===== config.mk =====
export PLATFORM = sky130hd
export DESIGN_NAME = base64_stream_encoder
export DESIGN_NICKNAME = d
export VERILOG_FILES = /design/src/rtl/b64enc_pkg.sv /design/src/rtl/b64enc_slice.sv /design/src/rtl/b64enc_map.sv /design/src/rtl/base64_stream_encoder.sv
export SDC_FILE = /design/constraint.sdc
export NUM_CORES = 1
export LEC_CHECK = 0
export BUFFER_PORTS_ARGS = -buffer_cell sky130_fd_sc_hd__buf_2
export CORE_ASPECT_RATIO = 1.25
export CORE_MARGIN = 4
export CORE_UTILIZATION = 50
export DETAILED_ROUTE_END_ITERATION = 8
export GPL_TIMING_DRIVEN = 0
export PLACE_DENSITY = 0.74
export SYNTH_ARGS = -nofsm -noshare
export SYNTH_HDL_FRONTEND = slang
export SYNTH_SLANG_ARGS = --single-unit

===== constraint.sdc =====
create_clock -name clk -period 3.7 [get_ports clk]
set_input_delay 0.185 -clock clk [delete_from_list [all_inputs] [get_ports clk]]
set_output_delay 0.185 -clock clk [all_outputs]
set_load 0.05 [all_outputs]

===== src/rtl/b64enc_pkg.sv =====
package b64enc_pkg;

    typedef logic [5:0] sextet_t;
    typedef logic [6:0] char_t;
    typedef logic [1:0] phase_t;

    // Position within the current three-byte group
    localparam phase_t PHASE_ZERO = 2'd0;
    localparam phase_t PHASE_ONE  = 2'd1;
    localparam phase_t PHASE_TWO  = 2'd2;

    // Configuration register indexes
    localparam int           CFG_INDEX_W = 2;
    localparam logic [1:0]   CFG_SYM62   = 2'd0;
    localparam logic [1:0]   CFG_SYM63   = 2'd1;

    localparam char_t SYM62_RESET = 7'd126;  // '~'
    localparam char_t SYM63_RESET = 7'd94;   // '^'
    localparam char_t PAD_CHAR    = 7'd61;   // '='

    // Everything one byte produces, ahead of symbol mapping
    typedef struct packed {
        sextet_t [3:0] sym;
        logic    [3:0] pad;
        logic    [1:0] last_idx;
        phase_t        phase_next;
        logic    [3:0] left_next;
    } slice_t;

endpackage


===== src/rtl/b64enc_slice.sv =====
module b64enc_slice
(
    input  b64enc_pkg::phase_t phase,
    input  logic [3:0]         leftover,
    input  logic [7:0]         data_byte,
    input  logic               final_byte,
    output b64enc_pkg::slice_t slice
);

    always_comb
    begin
        slice = '0;
        case (phase)
            b64enc_pkg::PHASE_ONE:
            begin
                slice.sym[0]     = {leftover[1:0], data_byte[7:4]};
                slice.left_next  = data_byte[3:0];
                slice.phase_next = b64enc_pkg::PHASE_TWO;
                slice.last_idx   = 2'd0;
                if (final_byte)
                begin
                    slice.sym[1]   = {data_byte[3:0], 2'b00};
                    slice.pad[2]   = 1'b1;
                    slice.last_idx = 2'd2;
                end
            end
            b64enc_pkg::PHASE_TWO:
            begin
                slice.sym[0]     = {leftover, data_byte[7:6]};
                slice.sym[1]     = data_byte[5:0];
                slice.left_next  = 4'd0;
                slice.phase_next = b64enc_pkg::PHASE_ZERO;
                slice.last_idx   = 2'd1;
            end
            default:
            begin
                // unreachable phase three folds into phase zero
                slice.sym[0]     = data_byte[7:2];
                slice.left_next  = {2'b00, data_byte[1:0]};
                slice.phase_next = b64enc_pkg::PHASE_ONE;
                slice.last_idx   = 2'd0;
                if (final_byte)
                begin
                    slice.sym[1]   = {data_byte[1:0], 4'b0000};
                    slice.pad[2]   = 1'b1;
                    slice.pad[3]   = 1'b1;
                    slice.last_idx = 2'd3;
                end
            end
        endcase
        if (final_byte)
        begin
            slice.phase_next = b64enc_pkg::PHASE_ZERO;
            slice.left_next  = 4'd0;
        end
    end

endmodule


===== src/rtl/b64enc_map.sv =====
module b64enc_map
(
    input  b64enc_pkg::sextet_t sextet,
    input  logic                pad,
    input  b64enc_pkg::char_t   sym62,
    input  b64enc_pkg::char_t   sym63,
    output b64enc_pkg::char_t   char_code
);

    logic [6:0] wide;

    assign wide = {1'b0, sextet};

    always_comb
    begin
        if (pad)
            char_code = b64enc_pkg::PAD_CHAR;
        else if (sextet < 6'd26)
            char_code = wide + 7'd65;          // 'A'..'Z'
        else if (sextet < 6'd52)
            char_code = wide + 7'd71;          // 'a'..'z'
        else if (sextet < 6'd62)
            char_code = wide - 7'd4;           // '0'..'9'
        else if (sextet == 6'd62)
            char_code = sym62;
        else
            char_code = sym63;
    end

endmodule


===== src/rtl/base64_stream_encoder.sv =====
// Streaming base64 encoder, one raw byte per input item.
//
// Input channel: in_valid / in_stall with data_byte and final_byte. Raise
// final_byte on the last byte of a message; the encoder then flushes the
// partial symbol and pads with '=' to a full group of four.
// Output channel: out_valid / out_stall with out_char (ASCII), run_last on
// the last symbol caused by a byte, message_end on the last symbol of the
// message.
// Config channel: cfg_valid / cfg_ready, always ready. cfg_index 0 sets the
// symbol for value 62, index 1 for value 63; other indexes are ignored.
// Write only while the encoder is idle.
//
// The first symbol of a byte goes from the symbol buffer into the output
// register once that register is free. Throughput: one symbol per cycle
// while the receiver does not stall, set by the single output register; a byte
// yields one to four symbols (one or two in a running message, four per three
// bytes on average).
// Reset clears the group position, the pending items and restores the
// symbols '~' and '^'. While the receiver stalls, the output item holds and
// the symbol buffer fills; the input stalls once the buffer cannot drain.
module base64_stream_encoder
(
    input  logic                                    clk,
    input  logic                                    rst_n,
    input  logic                                    in_valid,
    output logic                                    in_stall,
    input  logic [7:0]                              data_byte,
    input  logic                                    final_byte,
    output logic                                    out_valid,
    input  logic                                    out_stall,
    output logic [6:0]                              out_char,
    output logic                                    run_last,
    output logic                                    message_end,
    input  logic                                    cfg_valid,
    output logic                                    cfg_ready,
    input  logic [b64enc_pkg::CFG_INDEX_W-1:0]      cfg_index,
    input  logic [6:0]                              cfg_data
);

    // configuration
    b64enc_pkg::char_t sym62_reg;
    b64enc_pkg::char_t sym63_reg;

    // group state
    b64enc_pkg::phase_t phase_reg;
    logic [3:0]         left_reg;

    // symbol buffer for the byte in progress
    b64enc_pkg::char_t  work_char_reg [4];
    logic               work_valid_reg;
    logic [1:0]         work_idx_reg;
    logic [1:0]         work_last_reg;
    logic               work_fin_reg;

    // output register
    logic               out_valid_reg;
    b64enc_pkg::char_t  out_char_reg;
    logic               run_last_reg;
    logic               message_end_reg;

    b64enc_pkg::slice_t slice;
    b64enc_pkg::char_t  mapped [4];

    logic out_free;
    logic work_advance;
    logic work_done;
    logic in_acc;

    b64enc_slice u_slice
    (
        .phase      (phase_reg),
        .leftover   (left_reg),
        .data_byte  (data_byte),
        .final_byte (final_byte),
        .slice      (slice)
    );

    for (genvar g = 0; g < 4; g++)
    begin : g_map
        b64enc_map u_map
        (
            .sextet    (slice.sym[g]),
            .pad       (slice.pad[g]),
            .sym62     (sym62_reg),
            .sym63     (sym63_reg),
            .char_code (mapped[g])
        );
    end

    // Drain one symbol per cycle into the output register while it is free;
    // take the next byte as the last symbol of the current one moves out.
    assign out_free     = !out_valid_reg || !out_stall;
    assign work_advance = work_valid_reg && out_free;
    assign work_done    = work_advance && (work_idx_reg == work_last_reg);
    assign in_stall     = work_valid_reg && !work_done;
    assign in_acc       = in_valid && !in_stall;

    assign cfg_ready   = 1'b1;
    assign out_valid   = out_valid_reg;
    assign out_char    = out_char_reg;
    assign run_last    = run_last_reg;
    assign message_end = message_end_reg;

    always_ff @(posedge clk or negedge rst_n)
    begin
        if (!rst_n)
        begin
            sym62_reg <= b64enc_pkg::SYM62_RESET;
            sym63_reg <= b64enc_pkg::SYM63_RESET;
        end
        else if (cfg_valid && cfg_ready)
        begin
            unique case (cfg_index)
                b64enc_pkg::CFG_SYM62: sym62_reg <= cfg_data;
                b64enc_pkg::CFG_SYM63: sym63_reg <= cfg_data;
                default: ;  // drop writes to unknown indexes
            endcase
        end
    end

    always_ff @(posedge clk or negedge rst_n)
    begin
        if (!rst_n)
        begin
            phase_reg      <= b64enc_pkg::PHASE_ZERO;
            left_reg       <= 4'd0;
            work_valid_reg <= 1'b0;
            work_idx_reg   <= 2'd0;
        end
        else if (in_acc)
        begin
            phase_reg      <= slice.phase_next;
            left_reg       <= slice.left_next;
            work_valid_reg <= 1'b1;
            work_idx_reg   <= 2'd0;
        end
        else if (work_advance)
        begin
            if (work_done)
                work_valid_reg <= 1'b0;
            else
                work_idx_reg <= work_idx_reg + 2'd1;
        end
    end

    // symbol payload, loaded with each accepted byte
    always_ff @(posedge clk)
    begin
        if (in_acc)
        begin
            for (int i = 0; i < 4; i++)
            begin
                work_char_reg[i] <= mapped[i];
            end
            work_last_reg <= slice.last_idx;
            work_fin_reg  <= final_byte;
        end
    end

    always_ff @(posedge clk or negedge rst_n)
    begin
        if (!rst_n)
            out_valid_reg <= 1'b0;
        else if (work_advance)
            out_valid_reg <= 1'b1;
        else if (!out_stall)
            out_valid_reg <= 1'b0;
    end

    always_ff @(posedge clk)
    begin
        if (work_advance)
        begin
            out_char_reg    <= work_char_reg[work_idx_reg];
            run_last_reg    <= work_idx_reg == work_last_reg;
            message_end_reg <= (work_idx_reg == work_last_reg) && work_fin_reg;
        end
    end

    // The input only stalls while a byte is still being drained.
    a_stall_needs_work: assert property (@(posedge clk) disable iff (!rst_n)
        in_stall |-> work_valid_reg)
        else $error("input stalled with empty symbol buffer");

    // The drain index never passes the last symbol of the byte.
    a_idx_in_range: assert property (@(posedge clk) disable iff (!rst_n)
        work_valid_reg |-> (work_idx_reg <= work_last_reg))
        else $error("symbol index beyond last symbol");

    // A final byte always restarts the group.
    a_final_restarts: assert property (@(posedge clk) disable iff (!rst_n)
        (in_acc && final_byte) |=> (phase_reg == b64enc_pkg::PHASE_ZERO && left_reg == 4'd0))
        else $error("group not restarted after final byte");

    // Phase three is never entered.
    a_phase_legal: assert property (@(posedge clk) disable iff (!rst_n)
        phase_reg != 2'd3)
        else $error("illegal group phase");

    // End of message only marks the last symbol of a byte.
    a_end_is_last: assert property (@(posedge clk) disable iff (!rst_n)
        (out_valid_reg && message_end_reg) |-> run_last_reg)
        else $error("message end without run last");

endmodule

* Yosys cells after proc, flatten, opt, wreduce, memory -nomap -nowiden
Memories as Yosys holds them, arrays and structs flattened. A register that Yosys moved wholly into a read port is not among the register bits.
Cells that the tools add are included.
** Storage, ports and cells
- Flip-flop bits (word level) :: 29
- Bits in writable memories :: 28
- Bits of input ports :: 23
- Output and inout port bits :: 12
- Logic and storage cells :: 81
- Memories kept :: 1
** Memory list
- work_char_reg :: words 4, width 7, rd ports 1, clocked after Yosys merged registers in 1, write ports 4, line base64_stream_encoder.sv:49 : b64enc_pkg::char_t work_char_reg [4];
** Operators by class
- Add/subtract/negate cells :: 7
- Magnitude comparators :: 6
- Eq/ne operators :: 8
- Multiplexer cells :: 30
- Reduce and logical (&&, ||, !) cells :: 18
** Operator list (count)
- 7-bit two-way mux :: 10
- 6-bit by 7-bit adder with 7-bit output, second input constant :: 4
- 6-bit less-than comparator, second input constant :: 4
- 12-bit case mux with 2 select lines :: 1
- 6-bit two-way mux :: 3
- 8-bit case mux with 2 select lines :: 1
- 6-bit by 3-bit subtractor with 7-bit output, second input constant :: 2
- 6-bit equality test, second input constant :: 2
- 6-bit by 5-bit less-than comparator with 1-bit output, second input constant :: 2
- 2-bit two-way mux :: 5
- 1-bit two-way mux :: 9
- 2-bit AND reduction :: 4
- 1-bit logical AND :: 5
- 2-bit by 1-bit equality test with 1-bit output, second input constant :: 2
- 1-bit logical NOT :: 4
- 2-bit by 1-bit inequality test with 1-bit output, second input constant :: 2
- 2-bit nonzero test :: 2
- 2-bit by 1-bit adder with 2-bit output, second input constant :: 1
- 2-bit equality test :: 1
- 2-bit equality test, second input constant :: 1
- 2-bit logical NOT :: 1
- 1-bit case mux with 2 select lines :: 1
- 2-bit OR reduction :: 1
- 1-bit logical OR :: 1

* Depth between registers and ports, before layout
- Depth after elaboration :: 10
- Mapped depth :: 13
- Gate-level depth less buffers :: 11

* Modules after synthesis
Synthesis repeated with hierarchy kept, for this count alone.
** Second synthesis, totals
- Cells, all modules :: 509
- Area, all modules :: 5429.0 µm²
** Modules (own cells, without submodules)
- base64_stream_encoder :: times used 1, cells an instance 124, area each 2496.1 µm², seq. area each 1815.5 µm²
- b64enc_map :: times used 4, cells an instance 79, area each 608.1 µm², seq. area each 0.0 µm²
- b64enc_slice :: times used 1, cells an instance 69, area each 500.5 µm², seq. area each 0.0 µm²

* Worst setup path after synthesis
Ideal clock, no wire load.
- Path kind :: register to register
- Start point :: register phase_reg[0]
- End point :: memory work_char_reg[1][2] (netlist bit) (data pin)
- Library setup time :: 0.272 ns
- Arrival time :: 2.730 ns
- Data required time :: 3.428 ns
- Setup slack :: 0.698 ns
- Stages on the path, launching flop included :: 13
- Path buffers :: 3
- Clock period less this slack :: 3.002 ns
- Cells stage by stage :: dfrtp_1 > inv_1 > ha_1 > buf_4 > buf_2 > buf_2 > nor2_1 > ha_1 > a31oi_1 > a31o_2 > and2_1 > and3_1 > or4_1
** RTL lines
- start, declared :: line base64_stream_encoder.sv:45 : b64enc_pkg::phase_t phase_reg;
- start signal, assigned :: line base64_stream_encoder.sv:125 : phase_reg <= b64enc_pkg::PHASE_ZERO;
- start signal, assigned :: line base64_stream_encoder.sv:132 : phase_reg <= slice.phase_next;
- end, declared :: line base64_stream_encoder.sv:49

==> flow_metrics.env <==
export IMPL_postLayoutCoreUtil_pct=57.0
export IMPL_row_count=33
export IMPL_clock_sinks=54
export IMPL_grt_pass1_wl_um=11800
export IMPL_hold_viol_final=0
export IMPL_antenna_found_initial=0
export IMPL_dp_cells=438
export IMPL_hp_class="in -> reg"
export IMPL_synth_top_area_share_pct=26.5
export IMPL_drt_wl_total_um=7190
export IMPL_wl_met2_um=3690
export IMPL_worstMarginPinSlew_ps=1110
export IMPL_die_y_um=100
export IMPL_hold_depth=2
export IMPL_p_sw_mw=1.61
export IMPL_critPathMaxFanout=19
export IMPL_cts_path_max_buffers=2
export IMPL_top_layer="met4"
export IMPL_grt_setup_unrepaired="false"
export IMPL_cts_buffers=5
export IMPL_clk_pin_slew_ps=90
export IMPL_rr_startpoint="phase_reg[0]"
export IMPL_wire_per_inst_um=16.1
export IMPL_fillerInstances=580
export IMPL_hold_slack_ps=111
export IMPL_avgSynthCellArea_um2=10.6
export IMPL_io_pins=35
export IMPL_synth_edf_count=30
export IMPL_path_cells="inv_1 -> ha_1 -> buf_4 -> buf_2 -> nor2_1 -> ha_1 -> a31oi_1 -> a31o_2 -> nand2_1 -> o211a_1 -> or4_1"
export IMPL_insertion_delay_ps=300
export IMPL_netlist_area_um2=3410
export IMPL_drcViolationCount=0
export IMPL_pwr_density_cell_nw_per_um2=910
export IMPL_critical_path_depth=11
export IMPL_drtIter0Drc=130
export IMPL_async_flop_share_pct=44.4
export IMPL_cts_root_buf="clkbuf_8"
export IMPL_start_util_pct=51.6
export IMPL_fp_coreArea_um2=6610
export IMPL_detail_route_first_pass_iterations=4
export IMPL_synthFlopType="edfxtp_1"
export IMPL_reg2reg_to="work_char_reg[1][2]"
export IMPL_layout_nets=392
export IMPL_ys_seq_elements=54
export IMPL_holdCritStartpoint="in_valid"
export IMPL_post_place_ws_ps=261
export IMPL_yosys_warnings=0
export IMPL_tns_ps=0
export IMPL_diodes=0
export IMPL_grt_start_max_net_pins=30
export IMPL_slew_headroom_pct=26.1
export IMPL_clock_power_share_pct=9.2
export IMPL_htreeDepth=2
export IMPL_min_period_ps=3430
export IMPL_critPathCaptureType="flop"
export IMPL_power_frac_seq_pct=30.0
export IMPL_cp_slowest_stage_delay_ps=580
export IMPL_critPathBufInv=3
export IMPL_ys_top_cells_by_count="edfxtp_1 (30), nand2_1 (23), inv_1 (17), mux2_2 (16), o21ai_0 (16)"
export IMPL_ant_nets=0
export IMPL_die_area_um2=8200
export IMPL_r2r_slack_ps=270
export IMPL_grt_pass1_vias=2458
export IMPL_syn_inst=320
export IMPL_yosysTopAreaCell="edfxtp_1"
export IMPL_drive_above_1_share_pct=25.8
export IMPL_yosysMostFrequentCell="edfxtp_1"
export IMPL_worst_path_most_repeated_cell="ha_1"
export IMPL_hold_end="work_valid_reg"
export IMPL_required_ps=3710
export IMPL_cap_violations=0
export IMPL_max_freq_mhz=292
export IMPL_run_status="completed"
export IMPL_reg2regPathDepth=11
export IMPL_dr_total_vias=2608
export IMPL_synth_nets=353
export IMPL_met3WireLength_um=270
export IMPL_critPathKind="reg -> reg"
export IMPL_cp_slowest_cell="or4_1"
export IMPL_p_int_mw=1.82
export IMPL_synth_area_leaders="edfxtp_1 (26%), dfrtp_1 (9.6%), dfstp_2 (8.5%)"
export IMPL_slew_violations=0
export IMPL_area_growth_pct=10.6
export IMPL_vdd_drop_max_mv=0.357
export IMPL_cts_tree="built"
export IMPL_post_route_period_util_pct=92.6
export IMPL_worst_slack_ps=273
export IMPL_p_comb_share_pct=60.8
export IMPL_arrival_ps=3440
export IMPL_wl_met1_um=3010
export IMPL_setup_worst_path_start="phase_reg[0]"
export IMPL_ys_seq_area_share_pct=44.5
export IMPL_grt_util_all_layers_pct=18.7
export IMPL_sw_frac_of_total_pct=46.9
export IMPL_setup_viol_count_final=0
export IMPL_gr_total_overflow=0
export IMPL_synth_cell_type_count=69
export IMPL_critical_path_top_delay_family="simple AND/OR/NAND/NOR gates"
export IMPL_leakage_nw=1.51
export IMPL_dp_hpwl_um=5570
export IMPL_finalWeightedCongestion=0.902
export IMPL_via_per_inst=5.83
export IMPL_final_cells=447
export IMPL_port_buffers=31
export IMPL_largest_register_ffs=18
export IMPL_worst_setup_path_start_kind="flop"
export IMPL_final_setup_skew_ps=12.6
export IMPL_fp_dieW_um=81.8
[worst max-delay path by stage]
stage / slack (ps) / to
4_1_cts: 220 / work_char_reg[1][2]
6_report: 270 / work_char_reg[1][2]
3_3_place_gp: 260 / work_char_reg[1][2]
2_1_floorplan: 700 / work_char_reg[1][2]
5_1_grt: 100 / work_char_reg[1][2]
3_5_place_dp: 260 / work_char_reg[1][2]
[repair_timing]
item,in CTS,in global routing
endpoints found under the setup margin,0,2
setup buffers,0,1
endpoints found under the hold margin,13,0
hold buffers,1,0
gates resized for setup,0,1
[per-stage QoR]
step	cell area (µm²)	total power, mW
3_3_place_gp	3670	3.07
3_5_place_dp	3670	3.12
2_1_floorplan	3410	2.67
5_1_grt	3770	3.70
6_report	3770	3.43
4_1_cts	3760	3.43
[metal layers]
layer	GRT usage [%]	vias to the layer above
li1	-	1276
met4	7.29	0
met1	23.2	1236
met3	2.69	16
met5	0	-
met2	32.2	80
[cells in the final DEF (no fill, tap or decap), types with 3 or more instances in the layout]
cell type and instances:
a21oi_1 10, mux2_2 16, buf_2 39, o21ai_0 16, o211ai_1 6, buf_4 6, inv_1 17, a211oi_1 4
clkbuf_1 7, nand2_1 23, nor2b_1 8, a221oi_1 4, ha_1 10, edfxtp_1 30, xnor2_1 3, dfrtp_1 13
and2_1 6, dfstp_2 11, a221o_1 6, or2_1 3, nor3_1 5, o221ai_1 3, a21o_1 4, nor2_1 14
nand4b_1 3, and3_1 5, nand3_1 13, clkbuf_8 5, nand2b_1 8, mux2i_1 11
[cells by family (layout without fill, tap and decap cells)]
| kind of cell | count (synthesis) | in the layout | synth area share [%] |
|---|---|---|---|
| compound gates | 78 | 78 | 17.5 |
| xor+xnor | 5 | 5 | 1.29 |
| fa+ha+maj | 10 | 10 | 3.67 |
| buf+inv | 39 | 79 | 5.40 |
| flops | 54 | 54 | 44.5 |
| mux | 30 | 30 | 9.96 |
| other cells | 1 | 1 | 0.110 |
| simple gates | 103 | 103 | 17.6 |
[area by class of cell]
class / count / area (µm²) / share of cell area (%)
multi-input combinational: 227 / 1710 / 45.3
sequential: 54 / 1520 / 40.2
timing repair buffer: 33 / 173 / 4.58
tap: 87 / 109 / 2.89
buffer: 19 / 108 / 2.86
clock buffer: 7 / 76.3 / 2.03
inverter: 19 / 71.3 / 1.89
clock inverter: 1 / 7.51 / 0.199
[power groups by stage]
stage	combinational, mW	sequential, mW	clock, mW
2_1_floorplan	1.47	1.20	0
3_3_place_gp	2.04	1.04	0
3_5_place_dp	2.07	1.04	0
4_1_cts	2.08	1.03	0.319
5_1_grt	2.29	1.05	0.350
6_report	2.08	1.03	0.315
Note: power is estimated with default switching activity, not from simulation.
